--- config.mk ---
export PLATFORM = sky130hd
export DESIGN_NAME = bitmap_find_and_count_core
export DESIGN_NICKNAME = d
export VERILOG_FILES = /design/src/bfc_pkg.sv /design/src/bfc_word_eval.sv /design/src/bitmap_find_and_count_core.sv
export SDC_FILE = /design/constraint.sdc
export NUM_CORES = 1
export LEC_CHECK = 0
export ABC_AREA = 1
export BUFFER_PORTS_ARGS = -buffer_cell sky130_fd_sc_hd__buf_2
export CORE_AREA = 2 2 269 271
export CTS_CLUSTER_SIZE = 16
export DETAILED_ROUTE_END_ITERATION = 7
export DIE_AREA = 0 0 271 273
export GPL_ROUTABILITY_DRIVEN = 1
export HOLD_SLACK_MARGIN = 0.03
export SYNTH_ARGS = -nofsm -noshare
export SYNTH_HDL_FRONTEND = slang
export SYNTH_SLANG_ARGS = --single-unit
--- constraint.sdc ---
create_clock -name clk_i -period 12.2 [get_ports clk_i]
set_input_delay 0 -clock clk_i [delete_from_list [all_inputs] [get_ports clk_i]]
set_output_delay 0 -clock clk_i [all_outputs]
set_load 0.05 [all_outputs]
--- src/bfc_pkg.sv ---
package bfc_pkg;

  // default bitmap size in bytes
  localparam int NumBytesDefault = 64;

  // memory word geometry: four bytes per word
  localparam int WordBytes = 4;
  localparam int WordBits  = 8 * WordBytes;

  // request opcodes
  typedef enum logic [1:0] {
    OP_WRITE = 2'd0,
    OP_FIND  = 2'd1,
    OP_COUNT = 2'd2
  } op_e;

  // response status codes
  typedef enum logic [1:0] {
    ST_OK    = 2'd0,
    ST_NONE  = 2'd1,
    ST_RANGE = 2'd2
  } status_e;

  // control states
  typedef enum logic [1:0] {
    FSM_CLEAR = 2'd0,
    FSM_IDLE  = 2'd1,
    FSM_SCAN  = 2'd2,
    FSM_DONE  = 2'd3
  } fsm_e;

  // input request
  typedef struct packed {
    logic [1:0] opcode;
    logic [5:0] byte_index;
    logic [7:0] byte_value;
    logic [8:0] start_bit;
    logic       polarity;
  } req_t;

  // output response
  typedef struct packed {
    logic [1:0] status;
    logic [8:0] position;
    logic [9:0] set_count;
  } rsp_t;

  // per-word scan result
  typedef struct packed {
    logic       hit;
    logic [4:0] idx;
    logic [5:0] ones;
  } eval_t;

  // ones in one byte
  function automatic logic [3:0] popcnt8(input logic [7:0] v);
    logic [3:0] c;
    c = 4'd0;
    for (int i = 0; i < 8; i++) begin
      c = c + 4'(v[i]);
    end
    return c;
  endfunction

endpackage

--- src/bfc_word_eval.sv ---
module bfc_word_eval (
  input  logic [31:0]     word_i,
  input  logic [31:0]     mask_i,
  input  logic            polarity_i,
  output bfc_pkg::eval_t  res_o
);

  logic [31:0] target;
  logic [31:0] lowest;
  logic [31:0] kept;
  logic [4:0]  idx;

  // bits equal to the sought polarity, inside the valid window
  assign target = (word_i ^ {32{~polarity_i}}) & mask_i;
  assign lowest = target & (~target + 32'd1);
  assign kept   = word_i & mask_i;

  // one-hot to index
  always_comb begin
    idx = 5'd0;
    for (int i = 0; i < 32; i++) begin
      if (lowest[i]) begin
        idx = idx | 5'(i);
      end
    end
  end

  // per-byte population counts summed
  always_comb begin
    res_o.hit  = |target;
    res_o.idx  = idx;
    res_o.ones = 6'(bfc_pkg::popcnt8(kept[7:0]))   + 6'(bfc_pkg::popcnt8(kept[15:8]))
               + 6'(bfc_pkg::popcnt8(kept[23:16])) + 6'(bfc_pkg::popcnt8(kept[31:24]));
  end

endmodule

--- src/bitmap_find_and_count_core.sv ---
// channel | dir | handshake                 | payload
// in      | in  | in_valid_i / in_stall_o   | in_req_i  (bfc_pkg::req_t)
// out     | out | out_valid_o / out_stall_i | out_rsp_o (bfc_pkg::rsp_t)
// cfg     | in  | cfg_valid_i / cfg_ready_o | cfg_data_i (bytes_in_use, 7 bits)
//
// A write goes to memory as it is accepted. A find or count reads the bitmap one
// 32-bit memory word per cycle through a single read port; a find stops at the first
// matching word, and a find whose start bit is out of range skips the scan. After
// reset a clearing pass zeroes the memory, one word a cycle; no request is taken
// meanwhile, config writes always are.
// A finished response waits in the output register while out_stall_i is high.
module bitmap_find_and_count_core #(
  parameter int NUM_BYTES = bfc_pkg::NumBytesDefault
) (
  input  logic          clk_i,
  input  logic          rst_ni,
  input  logic          in_valid_i,
  output logic          in_stall_o,
  input  bfc_pkg::req_t in_req_i,
  output logic          out_valid_o,
  input  logic          out_stall_i,
  output bfc_pkg::rsp_t out_rsp_o,
  input  logic          cfg_valid_i,
  output logic          cfg_ready_o,
  input  logic [6:0]    cfg_data_i
);

  localparam int Rows = (NUM_BYTES + bfc_pkg::WordBytes - 1) / bfc_pkg::WordBytes;
  localparam int RowW = (Rows > 1) ? $clog2(Rows) : 1;

  // bitmap memory
  logic [bfc_pkg::WordBits-1:0] store_mem [Rows];

  logic                         mem_we;
  logic [RowW-1:0]              mem_waddr;
  logic [3:0]                   mem_be;
  logic [bfc_pkg::WordBits-1:0] mem_wdata;
  logic                         mem_re;
  logic [bfc_pkg::WordBits-1:0] rd_data_q;

  // control registers
  bfc_pkg::fsm_e state_q, state_d;
  logic [RowW-1:0] clr_addr_q, clr_addr_d;
  logic [RowW-1:0] addr_q, addr_d;
  logic            issue_q, issue_d;
  logic            rd_vld_q, rd_vld_d;
  logic            out_valid_q, out_valid_d;
  logic [6:0]      bytes_in_use_q;

  // per-request payload registers
  logic [RowW-1:0] rd_row_q, rd_row_d;
  logic            find_q, find_d;
  logic            pol_q, pol_d;
  logic [4:0]      start_lo_q, start_lo_d;
  logic [RowW-1:0] first_row_q, first_row_d;
  logic [RowW-1:0] last_row_q, last_row_d;
  logic [3:0]      last_be_q, last_be_d;
  logic [1:0]      res_status_q, res_status_d;
  logic [8:0]      res_pos_q, res_pos_d;
  logic [9:0]      cnt_q, cnt_d;
  bfc_pkg::rsp_t   out_rsp_q, out_rsp_d;

  // derived request values
  logic [6:0]  nbytes;
  logic [9:0]  limit;
  logic [12:0] wr_row_full;
  logic [12:0] first_row_full;
  logic [12:0] last_row_full;
  logic [3:0]  tail_be;
  logic        accept;
  logic        out_free;

  // scan datapath
  logic [31:0]     scan_mask;
  logic [15:0]     pos_full;
  bfc_pkg::eval_t  ev;

  // active bytes, clipped to the store size
  assign nbytes = (13'(bytes_in_use_q) > 13'(NUM_BYTES)) ? 7'(NUM_BYTES) : bytes_in_use_q;
  assign limit  = {nbytes, 3'b000};

  assign wr_row_full    = 13'(in_req_i.byte_index) >> 2;
  assign first_row_full = 13'(in_req_i.start_bit) >> 5;
  assign last_row_full  = (13'(nbytes) - 13'd1) >> 2;

  // byte enables of the last word in use
  always_comb begin
    case (nbytes[1:0])
      2'd1:    tail_be = 4'b0001;
      2'd2:    tail_be = 4'b0011;
      2'd3:    tail_be = 4'b0111;
      default: tail_be = 4'b1111;
    endcase
  end

  assign accept   = in_valid_i && (state_q == bfc_pkg::FSM_IDLE);
  assign out_free = !out_valid_q || !out_stall_i;

  // window of bits that count in the word under evaluation
  always_comb begin
    scan_mask = '1;
    if (find_q && (rd_row_q == first_row_q)) begin
      scan_mask = scan_mask & ('1 << start_lo_q);
    end
    if (rd_row_q == last_row_q) begin
      for (int l = 0; l < 4; l++) begin
        scan_mask[l*8 +: 8] = scan_mask[l*8 +: 8] & {8{last_be_q[l]}};
      end
    end
  end

  bfc_word_eval u_eval (
    .word_i     (rd_data_q),
    .mask_i     (scan_mask),
    .polarity_i (pol_q),
    .res_o      (ev)
  );

  assign pos_full = 16'({rd_row_q, ev.idx});

  // sequencer
  always_comb begin
    state_d      = state_q;
    clr_addr_d   = clr_addr_q;
    addr_d       = addr_q;
    issue_d      = issue_q;
    rd_vld_d     = 1'b0;
    rd_row_d     = rd_row_q;
    find_d       = find_q;
    pol_d        = pol_q;
    start_lo_d   = start_lo_q;
    first_row_d  = first_row_q;
    last_row_d   = last_row_q;
    last_be_d    = last_be_q;
    res_status_d = res_status_q;
    res_pos_d    = res_pos_q;
    cnt_d        = cnt_q;
    out_rsp_d    = out_rsp_q;
    out_valid_d  = out_valid_q && out_stall_i;
    mem_we       = 1'b0;
    mem_waddr    = clr_addr_q;
    mem_be       = 4'b1111;
    mem_wdata    = '0;
    mem_re       = 1'b0;

    case (state_q)
      bfc_pkg::FSM_CLEAR: begin
        mem_we     = 1'b1;
        clr_addr_d = clr_addr_q + RowW'(1);
        if (clr_addr_q == RowW'(Rows - 1)) begin
          state_d = bfc_pkg::FSM_IDLE;
        end
      end

      bfc_pkg::FSM_IDLE: begin
        if (accept) begin
          find_d      = 1'b0;
          pol_d       = in_req_i.polarity;
          start_lo_d  = in_req_i.start_bit[4:0];
          first_row_d = first_row_full[RowW-1:0];
          last_row_d  = last_row_full[RowW-1:0];
          last_be_d   = tail_be;
          res_pos_d   = '0;
          cnt_d       = '0;
          case (in_req_i.opcode)
            bfc_pkg::OP_WRITE: begin
              if (13'(in_req_i.byte_index) < 13'(NUM_BYTES)) begin
                mem_we    = 1'b1;
                mem_waddr = wr_row_full[RowW-1:0];
                mem_be    = 4'b0001 << in_req_i.byte_index[1:0];
                mem_wdata = {4{in_req_i.byte_value}};
              end
            end
            bfc_pkg::OP_FIND: begin
              find_d = 1'b1;
              if (10'(in_req_i.start_bit) >= limit) begin
                res_status_d = bfc_pkg::ST_RANGE;
                state_d      = bfc_pkg::FSM_DONE;
              end else begin
                res_status_d = bfc_pkg::ST_NONE;
                addr_d       = first_row_full[RowW-1:0];
                issue_d      = 1'b1;
                state_d      = bfc_pkg::FSM_SCAN;
              end
            end
            bfc_pkg::OP_COUNT: begin
              res_status_d = bfc_pkg::ST_OK;
              if (nbytes == 7'd0) begin
                state_d = bfc_pkg::FSM_DONE;
              end else begin
                addr_d  = '0;
                issue_d = 1'b1;
                state_d = bfc_pkg::FSM_SCAN;
              end
            end
            default: begin
            end
          endcase
        end
      end

      bfc_pkg::FSM_SCAN: begin
        // issue the next word read
        if (issue_q) begin
          mem_re   = 1'b1;
          rd_vld_d = 1'b1;
          rd_row_d = addr_q;
          addr_d   = addr_q + RowW'(1);
          issue_d  = (addr_q != last_row_q);
        end
        // evaluate the word read last cycle
        if (rd_vld_q) begin
          if (find_q) begin
            if (ev.hit) begin
              res_status_d = bfc_pkg::ST_OK;
              res_pos_d    = pos_full[8:0];
              state_d      = bfc_pkg::FSM_DONE;
            end else if (rd_row_q == last_row_q) begin
              state_d = bfc_pkg::FSM_DONE;
            end
          end else begin
            cnt_d = cnt_q + 10'(ev.ones);
            if (rd_row_q == last_row_q) begin
              state_d = bfc_pkg::FSM_DONE;
            end
          end
          if (state_d == bfc_pkg::FSM_DONE) begin
            issue_d  = 1'b0;
            rd_vld_d = 1'b0;
          end
        end
      end

      bfc_pkg::FSM_DONE: begin
        if (out_free) begin
          out_valid_d         = 1'b1;
          out_rsp_d.status    = res_status_q;
          out_rsp_d.position  = res_pos_q;
          out_rsp_d.set_count = cnt_q;
          state_d             = bfc_pkg::FSM_IDLE;
        end
      end

      default: begin
        state_d = bfc_pkg::FSM_IDLE;
      end
    endcase
  end

  // control state
  always_ff @(posedge clk_i or negedge rst_ni) begin
    if (!rst_ni) begin
      state_q     <= bfc_pkg::FSM_CLEAR;
      clr_addr_q  <= '0;
      addr_q      <= '0;
      issue_q     <= 1'b0;
      rd_vld_q    <= 1'b0;
      out_valid_q <= 1'b0;
    end else begin
      state_q     <= state_d;
      clr_addr_q  <= clr_addr_d;
      addr_q      <= addr_d;
      issue_q     <= issue_d;
      rd_vld_q    <= rd_vld_d;
      out_valid_q <= out_valid_d;
    end
  end

  // configuration register
  always_ff @(posedge clk_i or negedge rst_ni) begin
    if (!rst_ni) begin
      bytes_in_use_q <= 7'd64;
    end else if (cfg_valid_i && cfg_ready_o) begin
      bytes_in_use_q <= cfg_data_i;
    end
  end

  // request payload
  always_ff @(posedge clk_i) begin
    rd_row_q     <= rd_row_d;
    find_q       <= find_d;
    pol_q        <= pol_d;
    start_lo_q   <= start_lo_d;
    first_row_q  <= first_row_d;
    last_row_q   <= last_row_d;
    last_be_q    <= last_be_d;
    res_status_q <= res_status_d;
    res_pos_q    <= res_pos_d;
    cnt_q        <= cnt_d;
    out_rsp_q    <= out_rsp_d;
  end

  // memory write with byte enables
  always_ff @(posedge clk_i) begin
    for (int l = 0; l < bfc_pkg::WordBytes; l++) begin
      if (mem_we && mem_be[l]) begin
        store_mem[mem_waddr][l*8 +: 8] <= mem_wdata[l*8 +: 8];
      end
    end
  end

  // memory read, registered data
  always_ff @(posedge clk_i) begin
    if (mem_re) begin
      rd_data_q <= store_mem[addr_q];
    end
  end

  assign in_stall_o  = (state_q != bfc_pkg::FSM_IDLE);
  assign out_valid_o = out_valid_q;
  assign out_rsp_o   = out_rsp_q;
  assign cfg_ready_o = 1'b1;

endmodule

; ---- Word level (Yosys, flattened, before mapping)
; Memories as Yosys holds them, arrays and structs flattened. A register that Yosys moved wholly into a read port is not among the register bits.
; Cells that the tools add are included.
[word_totals]
ff_bits = 85
ram_bits = 512
memories = 1
[mem_list]
columns = name, words, width, rd, rd_ports_with_merged_regs, wr, line_no
row1 = store_mem, 16, 32, 1, 1, 1, bitmap_find_and_count_core.sv:32  ; logic [bfc_pkg::WordBits-1:0] store_mem [Rows];
[op_classes]
addsub = 36
order_cmp = 2
n_eq_ne = 25
shift = 2
n_mux = 221
n_bitwise = 10
reduce_logical = 24
[op_table]
columns = operator, n
row1 = 32-bit two-way mux, 11
row2 = 4-bit two-way mux, 48
row3 = 2-bit two-way mux, 50
row4 = 9-bit two-way mux, 11
row5 = 4-bit by 1-bit adder with 4-bit output, 24
row6 = 32-bit bitwise AND, 3
row7 = 5-bit two-way mux, 18
row8 = 10-bit two-way mux, 7
row9 = 1-bit two-way mux, 57
row10 = 21-bit two-way mux, 2
row11 = 32-bit by 1-bit adder with 32-bit output (second input constant), 1
row12 = 8-bit bitwise AND, 4
row13 = 32-bit NOT, 1
row14 = 32-bit OR reduction, 1
row15 = 32-bit by 5-bit left shift with 32-bit output (first input constant), 1
row16 = 32-bit XOR, 1
row17 = 10-bit one-hot mux with 2 select lines, 1
row18 = 9-bit one-hot mux with 2 select lines, 1
row19 = 2-bit != test (second input constant), 8
row20 = 4-bit one-hot mux with 2 select lines, 2
row21 = 5-bit AND reduction, 3
row22 = 6-bit by 4-bit adder with 6-bit output, 2
row23 = 2-bit equality test (second input constant), 6
row24 = 3-bit two-way mux, 4
row25 = other kinds (30), 53

; ---- Logic depth before layout (Yosys ltp)
[logic_depth]
depth_word = 50
mapped_depth = 37
ltp_nobuf = 36

; ---- Hierarchy
; A second synthesis with hierarchy kept.
[unflattened]
hier_cells = 2628
hier_area_um2 = 28329.7
[modules_own_cells]
columns = module, instances, cells_each, area_each_um2, seq_area_each_um2
row1 = bitmap_find_and_count_core, 1, 2157, 25859.8, 18759.2
row2 = bfc_word_eval, 1, 471, 2469.9, 0.0

; ---- Least setup slack after synthesis
; OpenSTA, ideal clock, no wires.
[synth_timing]
path_type = reg2reg
from = register rd_row_q[0]
to = register cnt_q[9], data pin
t_arrival_ns = 6.669
slack_ns = 5.265
stages_incl_launch_ff = 33
path_buffers = 1
synth_period_minus_slack_ns = 6.935
path_cell_list = edfxtp_1 -> nand2_1 -> nand2_1 -> nor2_1 -> nand2_2 -> buf_2 -> o211a_1 -> ha_1 -> inv_1 -> fa_1 -> inv_1 -> fa_1 -> fa_1 -> inv_1 -> fa_1 -> inv_1 -> fa_1 -> inv_1 -> fa_1 -> inv_1 -> ha_1 -> fa_1 -> xor2_1 -> ha_1 -> nand2_1 -> o21ai_0 -> nor2_1 -> nor2_1 -> o21ai_0 -> or2_2 -> nor2_1 -> xnor2_1 -> nor2_1
[synth_between]
elab_chain_cells = 23
[synth_lines]
columns = item, line_no
row1 = "start, declared", bitmap_find_and_count_core.sv:51  ; logic [RowW-1:0] rd_row_q, rd_row_d;
row2 = "start signal, assigned", bitmap_find_and_count_core.sv:280  ; rd_row_q <= rd_row_d;
row3 = 4-bit equality test, bitmap_find_and_count_core.sv:102  ; if (find_q && (rd_row_q == first_row_q)) begin
row4 = 1-bit logical AND, bitmap_find_and_count_core.sv:102
row5 = 32-bit two-way mux, bitmap_find_and_count_core.sv:102
row6 = 8-bit bitwise AND, bitmap_find_and_count_core.sv:107  ; scan_mask[l*8 +: 8] = scan_mask[l*8 +: 8] & {8{last_be_q[l]}};
row7 = 32-bit two-way mux (*), bitmap_find_and_count_core.sv:105  ; if (rd_row_q == last_row_q) begin
row8 = 32-bit bitwise AND (*), bfc_word_eval.sv:16  ; assign kept = word_i & mask_i;
row9 = 1-bit by 1-bit adder with 2-bit output, bfc_pkg.sv:60  ; c = c + 4'(v[i]);
row10 = 4-bit by 1-bit adder with 4-bit output (6 in series), bfc_pkg.sv:60
row11 = (+2 left out), --
row12 = 6-bit by 4-bit adder with 6-bit output (*), bfc_word_eval.sv:33  ; + 6'(bfc_pkg::popcnt8(kept[23:16])) + 6'(bfc_pkg::popcnt8(kept[31:24]));
row13 = 10-bit by 6-bit adder with 10-bit output (*), bitmap_find_and_count_core.sv:222  ; cnt_d = cnt_q + 10'(ev.ones);
row14 = 10-bit two-way mux (*), bitmap_find_and_count_core.sv:213  ; if (find_q) begin
row15 = 10-bit two-way mux (*), bitmap_find_and_count_core.sv:212  ; if (rd_vld_q) begin
row16 = 10-bit two-way mux (*), bitmap_find_and_count_core.sv:146  ; case (state_q)
row17 = 10-bit two-way mux (*), bitmap_find_and_count_core.sv:212
row18 = 10-bit two-way mux (*), bitmap_find_and_count_core.sv:146
row19 = 10-bit one-hot mux with 2 select lines (*), bitmap_find_and_count_core.sv:146
row20 = "end signal, assigned", bitmap_find_and_count_core.sv:289  ; cnt_q <= cnt_d;
row21 = "end, declared", bitmap_find_and_count_core.sv:60  ; logic [9:0] cnt_q, cnt_d;
; Every way passes the cells marked *; elsewhere a longest branch is shown, timed or not. The select of a mux whose other input is x is not followed.
; A chain may end at the register's enable or synchronous reset.

; ---- Worst setup path after layout
[layout_timing]
from = register rd_row_q[2]
to = register cnt_q[9], data pin
; Same word-level chain as after synthesis.

==> results.json <==
{
  "status": "completed",
  "gp_congestion": 0.910,
  "yosys.area_share.simple": 0.152,
  "routed_wl_mm": 74.9,
  "grt_pass1_vias": 18600,
  "synth_seq_area_share": 0.666,
  "firstDrtPassIters": 6,
  "setup_tns_ns": 0,
  "synth-seq-cells": 628,
  "grt_util_met2": 0.333,
  "synth-compound-area-share": 0.0893,
  "dpl-instance-area_um2": 29400,
  "crit_path_top_delay_cell": "fa_1",
  "synth_area_leader_cell": "edfxtp_1",
  "synth-xor-area-share": 0.0162,
  "rows": 98,
  "port_buffers": 60,
  "antenna_found_initial": 3,
  "ys_types": 61,
  "cts_made_buffers": 68,
  "avgSynthCellArea_um2": 11.6,
  "overflow": 0,
  "die_h_um": 273,
  "synth-edff-count": 608,
  "syn-cell-area_um2": 28200,
  "syn-instance-count": 2437,
  "use_met1": 0.278,
  "dr.first_iter.drc_count": 2037,
  "crit_path_max_fanout": 16,
  "cts_sinks": 628,
  "clock_path_buffers": 3,
  "syn_nets": 2538,
  "fin_skew_ns": 0.0426,
  "io_pins": 62,
  "dp_hpwl_mm": 46.5,
  "synth_ff_type": "edfxtp_1",
  "area_delta_synth_final_pct": 13.2,
  "setup_viol": 0,
  "finalInstanceArea_um2": 31900,
  "muxShareOfSynthArea": 0.00120,
  "timing.hold.ws_ns": 0.0982,
  "stdcell_count": 3504,
  "hold_path.class": "in -> reg",
  "htree_levels": 3,
  "grt_max_degree": 95,
  "start_kind": "flop",
  "cts-resized-gates": 0,
  "clkTransAtPathRegs_ns": 0.06,
  "cts_tree": "built",
  "ant_nets": 0,
  "relSlewSlack": 0.248,
  "cts_root_buf": "clkbuf_16",
  "grt.busiest_layer": "met2",
  "avgRoutedWirePerCell_um": 21.4,
  "clk_latency_ns": 0.64,
  "track_usage": 0.202,
  "start_util": 0.397,
  "final_hold_viol_count": 0,
  "diodes": 0,
  "worst_ep_required_time_ns": 12.54,
  "vias": 19100,
  "drive_above_1_share": 0.101,
  "crit_type": "reg -> reg",
  "dp_cells": 3353,
  "clock.fmax_ghz": 0.131,
  "rsz0062_at_grt": "false",
  "crit_arrival_ns": 7.99,
  "synth_top_family_by_area": "simple AND/OR/NAND/NOR gates",
  "post-route-period-util": 0.627,
  "grt_pass1_wl_mm": 113,
  "nNetsFinal": 2609,
  "dieArea_um2": 74000,
  "yosys.area_share.adder": 0.0341,
  "cts_setup_buffers": 0,
  "vias_per_cell": 5.44,
  "cap_viol_max_count": 0,
  "cp-end-kind": "flop",
  "crit_path_max_incr_delay_ns": 0.55,
  "synth_top_area_frac": 0.648,
  "worstMarginPinSlew_ns": 1.13,
  "min_period_ns": 7.66,
  "final_max_slew_viol_count": 0,
  "yosys_warnings": 0,
  "use_met3": 0.0301,
  "core_area_um2": 71000,
  "synth_async_sr_flop_share": 0.0318,
  "cts_hold_buf": 35,
  "dieWidth_um": 271,
  "synthTopCellsByArea": "edfxtp_1 (65%), nand2_1 (5.6%), nor2_1 (4.0%)",
  "drc": 0
}
-- worst paths after layout --
path / from / endpoint / slack [ns] / cells after the start
worst min register to register: res_pos_q[0] / out_rsp_o[10] / 0.42 / 0
worst max-delay path: rd_row_q[2] / cnt_q[9] / 4.54 / 34
min in group asynchronous: rst_ni / bytes_in_use_q[4] / 0.47 / 4
max in group asynchronous: rst_ni / addr_q[0] / 11.56 / 4
worst min-delay path: in_req_i[24] / res_status_q[0] / 0.1 / 5
worst max register to register: rd_row_q[2] / cnt_q[9] / 4.54 / 34
-- sequential cells by signal (all words and copies together), names as in the netlist --
signal and count:
res_pos_q 9, res_status_q 2, first_row_q 4, out_rsp_o 21, rd_data_q 32, pol_q 1, addr_q 4, find_q 1
bytes_in_use_q 7, start_lo_q 5, state_q 2, last_row_q 4, out_valid_o 1, store_mem 512, last_be_q 3, rd_vld_q 1
cnt_q 10, rd_row_q 4, issue_q 1, clr_addr_q 4
-- worst max-delay path, delay by kind of cell, from the launching register on --
family / cells / cell delay, ns
fa+ha+maj: 9 / 3.68
simple gates: 15 / 1.88
compound gates: 3 / 0.56
flops: 1 / 0.46
xor+xnor: 3 / 0.45
buf+inv: 4 / 0.34
-- cell type report --
type	instances	area, um^2
Multi-Input combinational cell	1515	8320
Clock inverter	30	280
Tap cell	950	1190
Sequential cell	628	18800
Inverter	173	654
Timing Repair Buffer	122	863
Fill cell	6508	39100
Clock buffer	86	1800
-- metrics by stage --
stage | util | setup slack [ns]
finish | 0.449 | 4.54
global route | 0.449 | 4.00
CTS | 0.449 | 4.59
detailed placement | 0.415 | 4.61
global placement | 0.415 | 4.80
floorplan | - | 5.26
-- layer usage --
metal,vias to the layer above,part of all wire
met5,-,0.00036
met3,129,0.066
met4,4,0.023
li1,8774,-
met2,715,0.48
met1,9432,0.43
-- cells in the final DEF, fill, tap and decap left out, types with 12 or more instances in the layout --
master,n
a21oi_1,100
a221oi_1,36
buf_2,60
buf_4,27
clkbuf_1,15
clkbuf_16,68
clkinv_1,14
dfrtp_1,16
dlygate4sd3_1,34
edfxtp_1,608
fa_1,23
ha_1,40
inv_1,157
inv_2,12
nand2_1,419
nand3_1,133
nand4_1,44
nor2_1,288
nor2_4,13
o21ai_0,197
o221ai_1,28
o22ai_1,36
xnor2_1,40
xor2_1,12
-- kinds of logic after synthesis --
group | count (synthesis)
AND/OR/NAND/NOR | 968
flip-flops | 628
AO/OA/AOI/OAI | 428
buffers and inverters | 294
adder cells (fa/ha/maj) | 63
XOR/XNOR | 52
multiplexers | 3
other | 1
-- cell usage after synthesis (all sizes together) (2+ instances only) --
cell    number
o22ai       36
mux2         3
a221oi      36
edfxtp     608
clkinv       4
a21boi       2
xor2        12
xnor2       40
inv        169
nor3        10
o21ai      202
nand2      435
ha          40
nor2       306
nand3      148
o211ai       7
nand4       44
fa          23
a211oi       3
o211a        3
o21bai       3
nand3b       9
or2          8
and2         5
a21oi      102
dfrtp       19
o221ai      28
a31oi        2
clkbuf      98
buf         23
Power is not shown: default switching activity piles up to over one toggle a cycle in this logic, so the estimate is an artifact.
